<file path="config.mk">
export PLATFORM = sky130hd
export DESIGN_NAME = multi_channel_integrator_debounce_flat
export DESIGN_NICKNAME = d
export VERILOG_FILES = /design/src/rtl/mcid_pkg.sv /design/src/rtl/mcid_req_if.sv /design/src/rtl/mcid_rsp_if.sv /design/src/rtl/mcid_chan_update.sv /design/src/rtl/multi_channel_integrator_debounce.sv /design/src/flat_wrapper.sv
export SDC_FILE = /design/constraint.sdc
export NUM_CORES = 1
export LEC_CHECK = 0
export BUFFER_PORTS_ARGS = -buffer_cell sky130_fd_sc_hd__clkbuf_2
export CAP_MARGIN = 20
export CORE_AREA = 2 2 176 135
export DETAILED_ROUTE_END_ITERATION = 8
export DIE_AREA = 0 0 178 137
export SLEW_MARGIN = 25
export SYNTH_ARGS = -nofsm -noshare
export SYNTH_HDL_FRONTEND = slang
export SYNTH_SLANG_ARGS = --single-unit
</file>
<file path="constraint.sdc">
create_clock -name clock -period 10.4 [get_ports clock]
set_input_delay 1.56 -clock clock [delete_from_list [all_inputs] [get_ports clock]]
set_output_delay 1.56 -clock clock [all_outputs]
set_load 0.01 [all_outputs]
</file>
<file path="src/rtl/mcid_pkg.sv">
package mcid_pkg;

   // Field widths of one beat
   localparam int unsigned ChannelW = 4;
   localparam int unsigned LevelW   = 8;
   localparam int unsigned MaskW    = 16;

   // Configuration port
   localparam int unsigned CsrAddrW = 4;
   localparam int unsigned CsrDataW = 32;

   localparam logic [LevelW-1:0] LevelMax = {LevelW{1'b1}};

   // Register reset values
   localparam logic [LevelW-1:0] HighThresholdReset = 8'd20;
   localparam logic [LevelW-1:0] LowThresholdReset  = 8'd0;
   localparam logic [LevelW-1:0] RiseStepReset      = 8'd2;

   typedef enum logic [1:0] {
      REG_HIGH_THRESHOLD = 2'd0,
      REG_LOW_THRESHOLD  = 2'd1,
      REG_RISE_STEP      = 2'd2,
      REG_UNUSED         = 2'd3
   } reg_index_type;

   typedef enum logic {
      FUNC_SAMPLE = 1'b0,
      FUNC_QUERY  = 1'b1
   } func_type;

   typedef struct packed {
      logic [LevelW-1:0] high_threshold;
      logic [LevelW-1:0] low_threshold;
      logic [LevelW-1:0] rise_step;
   } cfg_type;

   typedef struct packed {
      logic [LevelW-1:0] level;
      logic              blocked;
   } chan_state_type;

endpackage

</file>
<file path="src/rtl/mcid_req_if.sv">
interface mcid_req_if
   import mcid_pkg::*;
();
   logic                valid;
   logic                ready;
   logic                func;
   logic [ChannelW-1:0] channel;
   logic                light_seen;
   logic [MaskW-1:0]    query_mask;

   modport source (output valid, func, channel, light_seen, query_mask, input ready);
   modport sink   (input valid, func, channel, light_seen, query_mask, output ready);
endinterface

</file>
<file path="src/rtl/mcid_rsp_if.sv">
interface mcid_rsp_if
   import mcid_pkg::*;
();
   logic              valid;
   logic              ready;
   logic              channel_blocked;
   logic [LevelW-1:0] level;
   logic              all_free;

   modport source (output valid, channel_blocked, level, all_free, input ready);
   modport sink   (input valid, channel_blocked, level, all_free, output ready);
endinterface

</file>
<file path="src/rtl/mcid_chan_update.sv">
module mcid_chan_update
   import mcid_pkg::*;
(
   input  cfg_type        cfg,
   input  chan_state_type cur,
   input  logic           light_seen,
   output chan_state_type nxt
);

   logic [LevelW:0]   sum;
   logic [LevelW-1:0] lvl;

   // Integrate: rise on dark below the high mark, fall on light above the low mark
   always_comb begin
      sum = {1'b0, cur.level} + {1'b0, cfg.rise_step};
      lvl = cur.level;
      if (!light_seen && (cur.level < cfg.high_threshold)) begin
         lvl = sum[LevelW] ? LevelMax : sum[LevelW-1:0];
      end
      if (light_seen && (cur.level > cfg.low_threshold)) begin
         lvl = cur.level - LevelW'(1);
      end
   end

   // Hysteresis: set test first, clear test wins on the same level
   always_comb begin
      nxt.level   = lvl;
      nxt.blocked = cur.blocked;
      if (lvl >= cfg.high_threshold) begin
         nxt.blocked = 1'b1;
      end
      if (lvl <= cfg.low_threshold) begin
         nxt.blocked = 1'b0;
      end
   end

endmodule

</file>
<file path="src/rtl/multi_channel_integrator_debounce.sv">
// A beat is taken into the input register, then moves to the result register and rsp
//   once the result register is free or being drained; the per-channel update is a
//   single add/compare pass. Throughput: one beat per cycle unless rsp stalls.
// A stalled result register holds while the input register still takes one more beat.
// Reset (synchronous, active high) zeroes all integrators and blocked flags,
//   empties both registers and loads the threshold and step registers with defaults.
module multi_channel_integrator_debounce
   import mcid_pkg::*;
#(
   parameter int unsigned NUM_CHANNELS = 14
) (
   input  logic                clock,
   input  logic                reset,
   mcid_req_if.sink            req,
   mcid_rsp_if.source          rsp,
   input  logic                csr_psel,
   input  logic                csr_penable,
   input  logic                csr_pwrite,
   input  logic [CsrAddrW-1:0] csr_paddr,
   input  logic [CsrDataW-1:0] csr_pwdata,
   output logic [CsrDataW-1:0] csr_prdata,
   output logic                csr_pready
);

   // Configuration registers
   cfg_type       cfg_ff, cfg_in;
   reg_index_type csr_idx;
   logic          csr_wr;

   // Channel state
   logic [LevelW-1:0]       level_ff [NUM_CHANNELS];
   logic [LevelW-1:0]       level_in [NUM_CHANNELS];
   logic [NUM_CHANNELS-1:0] blocked_ff, blocked_in;

   // Input register
   logic                s1_valid_ff, s1_valid_in;
   logic                s1_func_ff, s1_func_in;
   logic [ChannelW-1:0] s1_channel_ff, s1_channel_in;
   logic                s1_light_ff, s1_light_in;
   logic [MaskW-1:0]    s1_mask_ff, s1_mask_in;

   // Result register
   logic              rsp_valid_ff, rsp_valid_in;
   logic              rsp_blocked_ff, rsp_blocked_in;
   logic [LevelW-1:0] rsp_level_ff, rsp_level_in;
   logic              rsp_free_ff, rsp_free_in;

   logic           advance;
   logic           in_range;
   logic           do_sample;
   logic           all_free;
   chan_state_type cur, nxt;

   // Register access decode
   assign csr_idx    = reg_index_type'(csr_paddr[CsrAddrW-1:2]);
   assign csr_wr     = csr_psel && csr_penable && csr_pwrite;
   assign csr_pready = 1'b1;

   always_comb begin
      cfg_in = cfg_ff;
      if (csr_wr) begin
         case (csr_idx)
            REG_HIGH_THRESHOLD: cfg_in.high_threshold = csr_pwdata[LevelW-1:0];
            REG_LOW_THRESHOLD:  cfg_in.low_threshold  = csr_pwdata[LevelW-1:0];
            REG_RISE_STEP:      cfg_in.rise_step      = csr_pwdata[LevelW-1:0];
            default:            cfg_in = cfg_ff;
         endcase
      end
   end

   always_comb begin
      case (csr_idx)
         REG_HIGH_THRESHOLD: csr_prdata = CsrDataW'(cfg_ff.high_threshold);
         REG_LOW_THRESHOLD:  csr_prdata = CsrDataW'(cfg_ff.low_threshold);
         REG_RISE_STEP:      csr_prdata = CsrDataW'(cfg_ff.rise_step);
         default:            csr_prdata = '0;
      endcase
   end

   // Handshake: advance when the result register is free or being drained
   assign advance   = s1_valid_ff && (!rsp_valid_ff || rsp.ready);
   assign req.ready = !s1_valid_ff || advance;

   // Hold the beat in the input register
   always_comb begin
      s1_valid_in   = s1_valid_ff;
      s1_func_in    = s1_func_ff;
      s1_channel_in = s1_channel_ff;
      s1_light_in   = s1_light_ff;
      s1_mask_in    = s1_mask_ff;
      if (req.ready) begin
         s1_valid_in   = req.valid;
         s1_func_in    = req.func;
         s1_channel_in = req.channel;
         s1_light_in   = req.light_seen;
         s1_mask_in    = req.query_mask;
      end
   end

   // Select the addressed channel
   assign in_range  = {1'b0, s1_channel_ff} < (ChannelW+1)'(NUM_CHANNELS);
   assign do_sample = advance && (s1_func_ff == FUNC_SAMPLE) && in_range;

   always_comb begin
      cur = '0;
      for (int unsigned i = 0; i < NUM_CHANNELS; i++) begin
         if (s1_channel_ff == ChannelW'(i)) begin
            cur.level   = level_ff[i];
            cur.blocked = blocked_ff[i];
         end
      end
   end

   mcid_chan_update u_update (
      .cfg        (cfg_ff),
      .cur        (cur),
      .light_seen (s1_light_ff),
      .nxt        (nxt)
   );

   // Write back the addressed channel
   always_comb begin
      blocked_in = blocked_ff;
      for (int unsigned i = 0; i < NUM_CHANNELS; i++) begin
         level_in[i] = level_ff[i];
         if (do_sample && (s1_channel_ff == ChannelW'(i))) begin
            level_in[i]   = nxt.level;
            blocked_in[i] = nxt.blocked;
         end
      end
   end

   // Masked query over all flags
   assign all_free = ~|(blocked_ff & s1_mask_ff[NUM_CHANNELS-1:0]);

   // Load or drain the result register
   always_comb begin
      rsp_valid_in   = rsp_valid_ff && !rsp.ready;
      rsp_blocked_in = rsp_blocked_ff;
      rsp_level_in   = rsp_level_ff;
      rsp_free_in    = rsp_free_ff;
      if (advance) begin
         rsp_valid_in   = 1'b1;
         rsp_blocked_in = 1'b0;
         rsp_level_in   = '0;
         rsp_free_in    = 1'b0;
         if (s1_func_ff == FUNC_QUERY) begin
            rsp_free_in = all_free;
         end else if (in_range) begin
            rsp_blocked_in = nxt.blocked;
            rsp_level_in   = nxt.level;
         end
      end
   end

   assign rsp.valid           = rsp_valid_ff;
   assign rsp.channel_blocked = rsp_blocked_ff;
   assign rsp.level           = rsp_level_ff;
   assign rsp.all_free        = rsp_free_ff;

   // Control and state registers
   always_ff @(posedge clock) begin
      if (reset) begin
         cfg_ff.high_threshold <= HighThresholdReset;
         cfg_ff.low_threshold  <= LowThresholdReset;
         cfg_ff.rise_step      <= RiseStepReset;
         s1_valid_ff           <= 1'b0;
         rsp_valid_ff          <= 1'b0;
         blocked_ff            <= '0;
         for (int unsigned i = 0; i < NUM_CHANNELS; i++) begin
            level_ff[i] <= '0;
         end
      end else begin
         cfg_ff       <= cfg_in;
         s1_valid_ff  <= s1_valid_in;
         rsp_valid_ff <= rsp_valid_in;
         blocked_ff   <= blocked_in;
         for (int unsigned i = 0; i < NUM_CHANNELS; i++) begin
            level_ff[i] <= level_in[i];
         end
      end
   end

   // Payload registers
   always_ff @(posedge clock) begin
      s1_func_ff     <= s1_func_in;
      s1_channel_ff  <= s1_channel_in;
      s1_light_ff    <= s1_light_in;
      s1_mask_ff     <= s1_mask_in;
      rsp_blocked_ff <= rsp_blocked_in;
      rsp_level_ff   <= rsp_level_in;
      rsp_free_ff    <= rsp_free_in;
   end

endmodule
</file>
<file path="src/flat_wrapper.sv">
// flat-port wrapper written by rule: the top's interface ports become plain ports
module multi_channel_integrator_debounce_flat import mcid_pkg::*;
#(
   parameter int unsigned NUM_CHANNELS = 14
)
  (clock, reset, csr_psel, csr_penable, csr_pwrite, csr_paddr, csr_pwdata, csr_prdata, csr_pready, req_valid, req_func, req_channel, req_light_seen, req_query_mask, req_ready, rsp_valid, rsp_channel_blocked, rsp_level, rsp_all_free, rsp_ready);
  mcid_req_if req_i ();
  mcid_rsp_if rsp_i ();
  input  logic clock;
  input  logic reset;
  input  logic csr_psel;
  input  logic csr_penable;
  input  logic csr_pwrite;
  input  logic [CsrAddrW-1:0] csr_paddr;
  input  logic [CsrDataW-1:0] csr_pwdata;
  output logic [CsrDataW-1:0] csr_prdata;
  output logic csr_pready;
  input wire logic [$bits(req_i.valid)-1:0] req_valid;
  input wire logic [$bits(req_i.func)-1:0] req_func;
  input wire logic [$bits(req_i.channel)-1:0] req_channel;
  input wire logic [$bits(req_i.light_seen)-1:0] req_light_seen;
  input wire logic [$bits(req_i.query_mask)-1:0] req_query_mask;
  output wire logic [$bits(req_i.ready)-1:0] req_ready;
  output wire logic [$bits(rsp_i.valid)-1:0] rsp_valid;
  output wire logic [$bits(rsp_i.channel_blocked)-1:0] rsp_channel_blocked;
  output wire logic [$bits(rsp_i.level)-1:0] rsp_level;
  output wire logic [$bits(rsp_i.all_free)-1:0] rsp_all_free;
  input wire logic [$bits(rsp_i.ready)-1:0] rsp_ready;
  assign req_i.valid = req_valid;
  assign req_i.func = req_func;
  assign req_i.channel = req_channel;
  assign req_i.light_seen = req_light_seen;
  assign req_i.query_mask = req_query_mask;
  assign req_ready = req_i.ready;
  assign rsp_valid = rsp_i.valid;
  assign rsp_channel_blocked = rsp_i.channel_blocked;
  assign rsp_level = rsp_i.level;
  assign rsp_all_free = rsp_i.all_free;
  assign rsp_i.ready = rsp_ready;
  multi_channel_integrator_debounce #(.NUM_CHANNELS(NUM_CHANNELS)) u_core (.clock(clock), .reset(reset), .req(req_i), .rsp(rsp_i), .csr_psel(csr_psel), .csr_penable(csr_penable), .csr_pwrite(csr_pwrite), .csr_paddr(csr_paddr), .csr_pwdata(csr_pwdata), .csr_prdata(csr_prdata), .csr_pready(csr_pready));
endmodule
</file>
## Yosys cells after proc, flatten, opt, wreduce, memory -nomap -nowiden

Memories as Yosys holds them, arrays and structs flattened.
Cells that the tools add are included.

- Add/subtract/negate cells: 2
- Order comparisons: 5
- Eq/ne operators: 15
- Mux-type cells: 52
- Bitwise operators: 17
- Reduce and logical (&&, ||, !) cells: 36

Operators with widths:

| cell | count |
|---|---|
| $mux 8 | 31 |
| $mux 9 | 14 |
| $eq 4x4->1 const B | 6 |
| $pmux 8 s3 | 1 |
| $logic_and 1x1->1 | 22 |
| $eq 4x3->1 const B | 4 |
| $and 14x14->14 | 1 |
| $or 1x1->1 | 14 |
| $reduce_or 14->1 | 1 |
| $add 8x8->9 | 1 |
| $eq 4x2->1 const B | 2 |
| $ge 8x8->1 | 1 |
| $gt 8x8->1 | 1 |
| $le 8x8->1 | 1 |
| $lt 8x8->1 | 1 |
| $sub 8x1->8 const B | 1 |
| $mux 1 | 6 |
| $reduce_and 2->1 | 3 |
| $logic_not 1->1 | 5 |
| $eq 4x1->1 const B | 1 |
| $logic_not 4->1 | 1 |
| $lt 4x4->1 const B | 1 |
| $eq 2x1->1 const B | 1 |
| $eq 2x2->1 const B | 1 |
| other kinds (4) | 6 |

- Register bits: 70
- Bits in writable memories: 112
- Input port bits: 65
- Word-level logic and storage cells: 154
- Memories kept: 1

Memory list:

| memory | depth | bits a word | read ports | clocked after Yosys merged registers in | wr ports | line | source |
|---|---|---|---|---|---|---|---|
| u_core.level_ff | 14 | 8 | 14 | 0 | 14 | multi_channel_integrator_debounce.sv:31 | `logic [LevelW-1:0] level_ff [NUM_CHANNELS];` |

## Logic depth before layout (Yosys ltp)

Gate-level depths: netlist of the first run.

- Depth after elaboration: 22
- Depth in mapped cells: 30
- Depth with buffers taken out: 23

## Cells and area by module

A second synthesis of the first run with hierarchy kept.

- Cell total of the unflattened synthesis: 1132
- Area total of the unflattened synthesis: 9726.8 um^2

By module, submodules not included:

| module | instances | cells an instance | area each (um^2) | seq. area each (um^2) |
|---|---|---|---|---|
| multi_channel_integrator_debounce | 1 | 960 | 8390.5 | 3943.8 |
| mcid_chan_update | 1 | 172 | 1336.3 | 0.0 |

## Worst setup path before layout of the first run

No wires, ideal clock.

- Kind: reg2reg
- Start point: reg u_core.s1_channel_ff[1]
- End point: reg u_core.rsp_blocked_ff, in the netlist u_core.rsp.channel_blocked (data pin)
- Setup time: 270 ps
- Arrival: 5611 ps
- Data required time: 10130 ps
- Setup slack: 4518 ps
- Cell stages (with the launch flop): 29
- Path through: edfxtp_1 buf_4 buf_6 clkbuf_1 buf_1 nand2_1 o21ai_0 o221ai_1 a21oi_1 inv_1 ha_1 nand4_1 nor3_1 o211ai_1 o31ai_1 buf_2 o21ai_0 o22ai_2 buf_2 ha_1 nand2b_1 a21o_1 a21o_1 a21o_1 a21o_1 a211oi_1 a2bb2oi_1 buf_2 a21oi_1

- Longest elaborated chain between the ends: 22
- Elaborated cells on any way between the ends: 44
- Those cells by class: 2 x add/sub; 5 x order compare; 13 x eq/ne; 19 x mux; 1 x bitwise; 4 x reduce/logical

RTL lines:

| item | line | source |
|---|---|---|
| start, declared | multi_channel_integrator_debounce.sv:38 | `logic [ChannelW-1:0] s1_channel_ff, s1_channel_in;` |
| start signal, assigned | multi_channel_integrator_debounce.sv:187 | `s1_channel_ff <= s1_channel_in;` |
| $logic_not 4->1 | multi_channel_integrator_debounce.sv:107 | `if (s1_channel_ff == ChannelW'(i)) begin` |
| $mux 9 (14 in series) | multi_channel_integrator_debounce.sv:107 |  |
| $add 8x8->9 or $lt 8x8->1 (tied branches) | mcid_chan_update.sv:15, mcid_chan_update.sv:17 |  |
| $mux 8 or $logic_and 1x1->1 (tied branches) | mcid_chan_update.sv:18, mcid_chan_update.sv:17 |  |
| $mux 8 | mcid_chan_update.sv:17 | `if (!light_seen && (cur.level < cfg.high_threshold)) begin` |
| $mux 8 | mcid_chan_update.sv:20 | `if (light_seen && (cur.level > cfg.low_threshold)) begin` |
| $ge 8x8->1 | mcid_chan_update.sv:29 | `if (lvl >= cfg.high_threshold) begin` |
| $mux 1 | mcid_chan_update.sv:29 |  |
| $mux 1 | mcid_chan_update.sv:32 | `if (lvl <= cfg.low_threshold) begin` |
| end signal, assigned | multi_channel_integrator_debounce.sv:190 | `rsp_blocked_ff <= rsp_blocked_in;` |
| end, declared | multi_channel_integrator_debounce.sv:44 | `logic rsp_blocked_ff, rsp_blocked_in;` |

Parallel ways exist; a longest one is shown, timed or not.
A chain may end at the register's enable or synchronous reset.

==> results by group, run 1 <==
Setup path
  • Most frequent CP cell: a21o_1
  • Worst path top cell family by delay: compound AO/OA/AOI/OAI gates
  • Sequence of cells on the critical path: buf_4, nor2b_1, nand3_1, o2bb2ai_1, a32o_1, inv_1, ha_1, nand4_1, nor3_1, o211ai_1, o31ai_4, a21oi_1, a221oi_4, inv_1, ha_1, a21o_1, a21o_1, a21o_1, a21o_1, a211oi_1, a2bb2oi_1, buf_4, a21oi_1
  • Crit-path slowest cell: nor2b_1
  • Required time worst endpoint: 10.59 ns
  • R2R cell count: 23
  • Reg2reg start: u_core.s1_channel_ff[1]
  • Crit path depth: 23
  • Crit Path Class: flop to flop
  • Crit path DAT: 8.40 ns
  • Worst reg2reg endpoint: u_core.rsp.channel_blocked
  • Reg2reg setup slack: 2.19 ns
  • CP Max Fanout: 27
  • Crit end category: flop
  • Worst path max stage delay: 0.79 ns
  • Critical path buffers and inverters: 4
  • Startpoint Class: flop

STA
  • Worst-Margin Slew: 1.03 ns
  • Hold Vio Cnt, Final: 0
  • Final slew viol count: 0
  • Slew HR: between 30% and 40%
  • Period utilisation layout: 78.9%
  • RSZ-0062 raised after global routing: no
  • Achievable Freq: 122 MHz
  • Skew final: 0.0128 ns
  • Final setup TNS: 0 ns
  • Final number of setup-violating endpoints: 0
  • Hold Worst Slack: 0.488 ns
  • Min Tclk post-route: between 8 and 9 ns

Global routing
  • Total gr overflow: 0
  • Pin count of the biggest net entering global routing: 96
  • Global-route wire length before repair: ~45000 um
  • Global-route usage over all layers: between 20% and 30%
  • Antenna violations before repair: 0
  • Vias in the first global route: between 7000 and 8000

Floorplan
  • DIE HEIGHT: between 100 and 150 um
  • Initial core utilization: 44.5%
  • Total Die Area: between 0.02 and 0.025 sq mm
  • Io pins: 110
  • Chip width: 178 um
  • Core ar.: 0.0226 sq mm
  • Std cell rows: 48

Clock tree
  • CTS tree: built
  • Num Clock Sinks: 182
  • Cts hold-fix bufs: 0
  • Postcts setup bufs: 0
  • Num CTS Buffers: 17
  • # resized after CTS: 0
  • Root Buffer: clkbuf_16
  • Clock Latency Late Sink: 0.45 ns
  • H-Tree Depth: 4
  • CTS Buffer Depth: 2
  • Clk slew on worst S/H paths: 0.08 ns

Pwr
  • Clock power frac: 37.7%
  • LEAKAGE: approximately 4.0 nW
  • Net Sw Frac: 32.5%
  • Switching power: 0.566 mW
  • Reg power frac: 42.2%
  • Pwr Density: 157 mW/mm^2
  • Int Pwr: around 1.2 mW
  • Maximum VDD drop: 0.0000996 V
  • Total power: approximately 1.7 mW
  • Comb pwr share: 20.0%

Run
  • Maxcap violations: 0

Finish
  • ANT cells: 0
  • Area Overhead vs Synth: 10.3%
  • Final-stage net count: 1209
  • FF/Latch Area: 0.00394 sq mm
  • Finished Layout Cells: 1419
  • Layout cells sized above 1: 15.7%
  • Multi-input gate area: 0.00551 sq mm
  • Final Cell Area: 0.0111 sq mm
  • Filler cells: 2149

Placed design
  • Placer Congestion: 0.859
  • Port-buffer cells: 56
  • Placed wire-length estimate: 20000 um
  • Post-placement cell area: 0.0105 sq mm
  • Placed insts: roughly 1400

Synth
  • Post-Syn Area: between 0.01 and 0.015 sq mm
  • Cell variety after synth: 89
  • Flops & latches, synth: 182
  • Post-synthesis sequential area ratio: around 39%
  • Ys async rst share: 0%
  • Post-synth top flop: dfxtp_1
  • Synth warn: 0
  • Synthesized area per cell: 9.33 sq um
  • Syn Inst Count: 1080
  • Post-synth EDFFs: 30

Routing
  • Post-route antenna net violation count: 0
  • DR pass1 iterations: 7
  • Total number of vias: 8388
  • Post-DR vias/cell: 5.91
  • DRC Markers: 0
  • Total wire length: just under 30000 um
  • WL per Instance: 20.3 um
  • DR iter-0 viols: 805

Hold path
  • Hold Path Origin: u_core.level_ff[0][53]
  • Hold Crit Endpoint: u_core.level_ff[0][53]
  • Hold Path Class: flop to flop
  • Hold Crit Depth: 2

Outcome
  • Status: finished, final reports clean
registers in the layout (all words and copies together) (netlist names), 4 cells and up:
| name | count |
|---|---|
| u_core.s1_mask_ff | 14 |
| u_core.s1_channel_ff | 4 |
| u_core.cfg_ff | 24 |
| u_core.blocked_ff | 14 |
| u_core.level_ff | 112 |
| u_core.rsp.level | 8 |
cells by family (layout without fill, tap and decap cells):
group,count (synthesis),in the layout,synth area share [%]
buffers and inverters,151,167,7.35
xor gates and xnor gates,8,8,0.695
other,2,25,0.0745
and+or+nand+nor,317,317,15.0
AOI/OAI and AO/OA,312,312,25.4
muxes,70,70,7.60
DFF,182,182,39.1
adders and majority gates,38,38,4.79
worst reg2reg max path, cell delays in order (launching register included):
cell and delay, ns:
edfxtp_1 0.36, buf_4 0.25, nor2b_1 0.80, nand3_1 0.61, o2bb2ai_1 0.36, a32o_1 0.31, inv_1 0.20, ha_1 0.33
nand4_1 0.22, nor3_1 0.29, o211ai_1 0.19, o31ai_4 0.65, a21oi_1 0.18, a221oi_4 0.71, inv_1 0.19, ha_1 0.32
a21o_1 0.16, a21o_1 0.17, a21o_1 0.24, a21o_1 0.21, a211oi_1 0.60, a2bb2oi_1 0.27, buf_4 0.24, a21oi_1 0.09
stage by stage:
| stage | worst slack [ns] | utilization [%] |
|---|---|---|
| 6_report | 2.19 | 49.1 |
| 5_1_grt | 2.00 | 49.1 |
| 4_1_cts | 2.31 | 49.0 |
| 3_5_place_dp | 2.35 | 46.5 |
| 3_3_place_gp | 2.47 | 46.4 |
| 2_1_floorplan | 4.52 | - |
cell usage after synthesis (4+ instances only):
library cell  instances  share of area (%)
nor2_1              168                6.3
dfxtp_1             152                 30
a211oi_1             58                4.3
mux2i_1              57                5.7
inv_1                48                1.8
nand2_1              45                1.7
a311oi_1             42                3.6
ha_1                 37                4.6
clkbuf_1             36                1.3
o21ai_0              34                1.7
a21oi_1              32                1.6
edfxtp_1             30                8.9
buf_2                28                1.4
buf_4                27                2.0
nor2b_1              19                1.2
nand3b_1             18                1.3
a311oi_2             16                2.4
a21o_1               14                1.0
nor3_1               14               0.70
nand3_1              12               0.60
a22oi_1              11               0.82
nand2b_1             10               0.62
o22ai_1               8               0.50
o41ai_2               8                1.3
buf_1                 7               0.26
o211ai_1              7               0.52
o21a_1                6               0.45
o41ai_1               6               0.52
xnor2_1               6               0.52
a211o_1               5               0.43
a31oi_1               5               0.31
buf_6                 5               0.56
mux2_2                5               0.56
a221oi_1              4               0.35
a32oi_1               4               0.35
mux4_2                4               0.89
nand4_1               4               0.25
o2bb2ai_1             4               0.35
o31ai_1               4               0.30
area by class of cell:
type                    count  area share (%)
clock buffers              17            3.83
clock inverters            15            1.44
inverters                  48            1.62
multi-input cells         770            49.6
flip-flops and latches    182            35.5
well taps                 300            3.38
repair buffers             87            4.67
worst max-delay path by stage:
stage,start,end
floorplan,u_core.s1_channel_ff[1],u_core.rsp.channel_blocked
global placement,u_core.s1_channel_ff[1],u_core.rsp.channel_blocked
detailed placement,u_core.s1_channel_ff[1],u_core.rsp.channel_blocked
CTS,u_core.s1_channel_ff[1],u_core.rsp.channel_blocked
global route,u_core.s1_channel_ff[0],u_core.rsp.channel_blocked
finish,u_core.s1_channel_ff[1],u_core.rsp.channel_blocked
cell usage in the layout (no fill, tap or decap), types with 6 or more instances in the layout:
cell       synthesis  layout
a211oi_1          58      58
a21o_1            14      14
a21oi_1           32      32
a22oi_1           11      11
a311oi_1          42      42
a311oi_2          16      16
buf_4             27      31
clkbuf_16          0      17
clkbuf_2           0      55
conb_1             2      25
dfxtp_1          152     152
edfxtp_1          30      30
ha_1              37      37
inv_1             48      48
mux2i_1           57      57
nand2_1           45      45
nand2b_1          10      10
nand3_1           12      12
nand3b_1          18      18
nor2_1           168     166
nor2b_1           19      19
nor3_1            14      14
o211ai_1           7       7
o21a_1             6       6
o21ai_0           34      34
o22ai_1            8       8
o41ai_1            6       6
o41ai_2            8       8
xnor2_1            6       6
power groups by stage:
stage	clock network, mW	logic (mW)	registers [mW]
6_report	0.658	0.349	0.737
4_1_cts	0.667	0.342	0.737
5_1_grt	0.699	0.375	0.738
3_5_place_dp	0	0.340	0.753
3_3_place_gp	0	0.338	0.753
2_1_floorplan	0	0.240	0.751
layer usage:
layer,routed length [um],vias to the layer above,global-route usage (%)
met3,2210,27,5.42
met1,14300,4009,37.7
li1,-,4028,-
met5,0,-,0
met4,299,0,4.28
met2,12000,324,34.7
(Power assumes the default switching activity.)
==> run 2, diff against run 1 <==
Clock period 10.4 ns to 8.2 ns, I/O delays scaled along.
==> run 2 against run 1 <==
Against the previous run: wire length down 0.34%; die area did not move; power is 26% higher; hold slack gained 0.0070 ns; clock power increased by 22%; first-iteration DRC count shrank 2.7%; non-clock buffer count grew 14; flip-flop and latch count unchanged.
==> results by group, run 2 (synthesis results as in run 1) <==
Routing
  • Post-DR vias/cell: 5.87
  • Total number of vias: 8410
  • Post-route antenna net violation count: 0
  • DR pass1 iterations: 5
  • WL per Instance: 20.1 um
  • DR iter-0 viols: 783
  • Total wire length: 28800 um
  • DRC Markers: 0

Setup path
  • CP startpoint: u_core.s1_channel_ff[0]
  • Worst path top cell family by delay: compound AO/OA/AOI/OAI gates
  • Crit path depth: 23
  • CP Max Fanout: 23
  • Most frequent CP cell: a21o_1
  • Reg2reg setup slack: 1.07 ns
  • Reg2reg start: u_core.s1_channel_ff[0]
  • Crit-path slowest cell: edfxtp_1
  • Crit Path Class: flop to flop
  • Crit end category: flop
  • Setup crit end: u_core.rsp.channel_blocked
  • Crit path DAT: 7.32 ns
  • Required time worst endpoint: 8.39 ns
  • Worst path max stage delay: 0.81 ns
  • Startpoint Class: flop
  • Worst reg2reg endpoint: u_core.rsp.channel_blocked
  • R2R cell count: 23
  • Critical path buffers and inverters: 3
  • Sequence of cells on the critical path: buf_4, nand2b_1, o221ai_1, o2111ai_1, o22ai_1, inv_1, ha_1, o21ai_0, a21oi_1, or4bb_1, nand2_1, a32oi_1, o22ai_2, ha_1, nand2b_1, a21o_1, a21o_1, a21o_1, a21o_1, a211oi_1, a2bb2oi_1, buf_4, a21oi_1

Placed design
  • Placer Congestion: 0.860
  • Port-buffer cells: 56
  • Placed wire-length estimate: between 20000 and 25000 um

Clock tree
  • Postcts setup bufs: 0
  • CTS tree: built
  • Clock Latency Late Sink: approximately 0.44 ns
  • Num Clock Sinks: 182
  • Clk slew on worst S/H paths: 0.07 ns
  • Num CTS Buffers: 17
  • CTS Buffer Depth: 2
  • Cts hold-fix bufs: 0
  • # resized after CTS: 0
  • H-Tree Depth: 4
  • Root Buffer: clkbuf_16

STA
  • Skew final: 0.0108 ns
  • Hold Vio Cnt, Final: 0
  • Achievable Freq: 140 MHz
  • Final slew viol count: 0
  • Slew HR: 34.5%
  • Final number of setup-violating endpoints: 0
  • RSZ-0062 raised after global routing: no
  • Min Tclk post-route: a little over 7 ns
  • Final setup TNS: 0 ns
  • Worst-Margin Slew: 0.982 ns
  • Hold Worst Slack: about 0.50 ns
  • Period utilisation layout: just under 90%

Pwr
  • Pwr Density: 196 mW/mm^2
  • Clock power frac: roughly 37%
  • Maximum VDD drop: around 0.00018 V
  • Net Sw Frac: between 30% and 40%
  • LEAKAGE: 4.07 nW
  • Comb pwr share: between 20 and 25%
  • Int Pwr: 1.50 mW
  • Switching power: roughly 0.70 mW
  • Reg power frac: 42.8%

Outcome
  • Status: finished, final reports clean

Finish
  • Largest Register: u_core.level_ff
  • Max reg flops: 112
  • Area Overhead vs Synth: 11.0%
  • Final-stage net count: between 1000 and 1500
  • Top Registers: u_core.level_ff (112), u_core.cfg_ff (24)
  • Filler cells: ~2200
  • ANT cells: 0
  • Commonest cells after routing, fill and taps aside: nor2_1 (167), dfxtp_1 (152), a211oi_1 (58), mux2i_1 (57), clkbuf_2 (55)
  • Layout cells sized above 1: between 10% and 20%
  • Most common cell after layout, fill and taps aside: nor2_1

Global routing
  • Antenna violations before repair: 0
  • Total gr overflow: 0
  • Vias in the first global route: about 7800
  • Global-route wire length before repair: 45500 um
  • Pin count of the biggest net entering global routing: 97
  • Global-route usage over all layers: 24.5%

Floorplan
  • Std cell rows: 48
  • Initial core utilization: 44.5%
  • Chip width: 178 um
  • Core ar.: 0.0226 sq mm
  • Io pins: 110
  • Total Die Area: 0.0244 sq mm
  • DIE HEIGHT: between 100 and 150 um

Hold path
  • Hold Path Class: flop to flop

Run
  • Maxcap violations: 0
## run 2: area by class of cell
| class | count | area (sq um) | area share (%) |
|---|---|---|---|
| clock inverters | 13 | 121 | 1.08 |
| flip-flops and latches | 182 | 3940 | 35.2 |
| multi-input cells | 770 | 5500 | 49.2 |
| clock buffers | 19 | 443 | 3.96 |
| repair buffers | 101 | 624 | 5.58 |
| well taps | 300 | 375 | 3.35 |
| inverters | 48 | 180 | 1.61 |
## run 2: stage by stage
stage               worst slack (ns)  area, sq um  utilization, %  instances  power (mW)
finish                          1.07        11200            49.4       1433        2.20
floorplan                       2.32        10200               -       1103        1.26
CTS                             1.21        11200            49.4       1432        2.20
global route                   0.651        11200            49.4       1433        2.28
global placement                1.29        10600            46.9       1400        1.40
detailed placement              1.29        10600            46.9       1400        1.40
## run 2: layer usage
metal / routed length (um) / track usage, %
met5: 0 / 0
met4: 248 / 4.69
met3: 2080 / 5.64
met1: 14400 / 37.1
met2: 12000 / 35.2
## run 2: worst min path at each step
stage | from | end | depth (start not counted)
floorplan | u_core.level_ff[0][53] | u_core.level_ff[0][53] | 2
global placement | u_core.level_ff[0][77] | u_core.level_ff[0][77] | 2
detailed placement | u_core.level_ff[0][61] | u_core.level_ff[0][61] | 2
CTS | u_core.level_ff[0][77] | u_core.level_ff[0][77] | 2
global route | u_core.level_ff[0][55] | u_core.level_ff[0][55] | 2
finish | u_core.level_ff[0][70] | u_core.level_ff[0][70] | 2
## run 2: power by group through the flow
stage               registers [mW]  logic [mW]  clock network (mW)
floorplan                    0.953       0.304                   0
global placement             0.960       0.435                   0
detailed placement           0.960       0.436                   0
CTS                          0.940       0.441               0.817
global route                 0.941       0.482               0.859
finish                       0.940       0.450               0.806
## run 2: worst reg2reg max path, stage by stage (launching register included)
cell and delay [ns]:
edfxtp_1 0.81, buf_4 0.44, nand2b_1 0.30, o221ai_1 0.26, o2111ai_1 0.13, o22ai_1 0.41
inv_1 0.31, ha_1 0.43, o21ai_0 0.15, a21oi_1 0.13, or4bb_1 0.51, nand2_1 0.20
a32oi_1 0.14, o22ai_2 0.26, ha_1 0.27, nand2b_1 0.14, a21o_1 0.18, a21o_1 0.17
a21o_1 0.22, a21o_1 0.21, a211oi_1 0.63, a2bb2oi_1 0.25, buf_4 0.24, a21oi_1 0.09
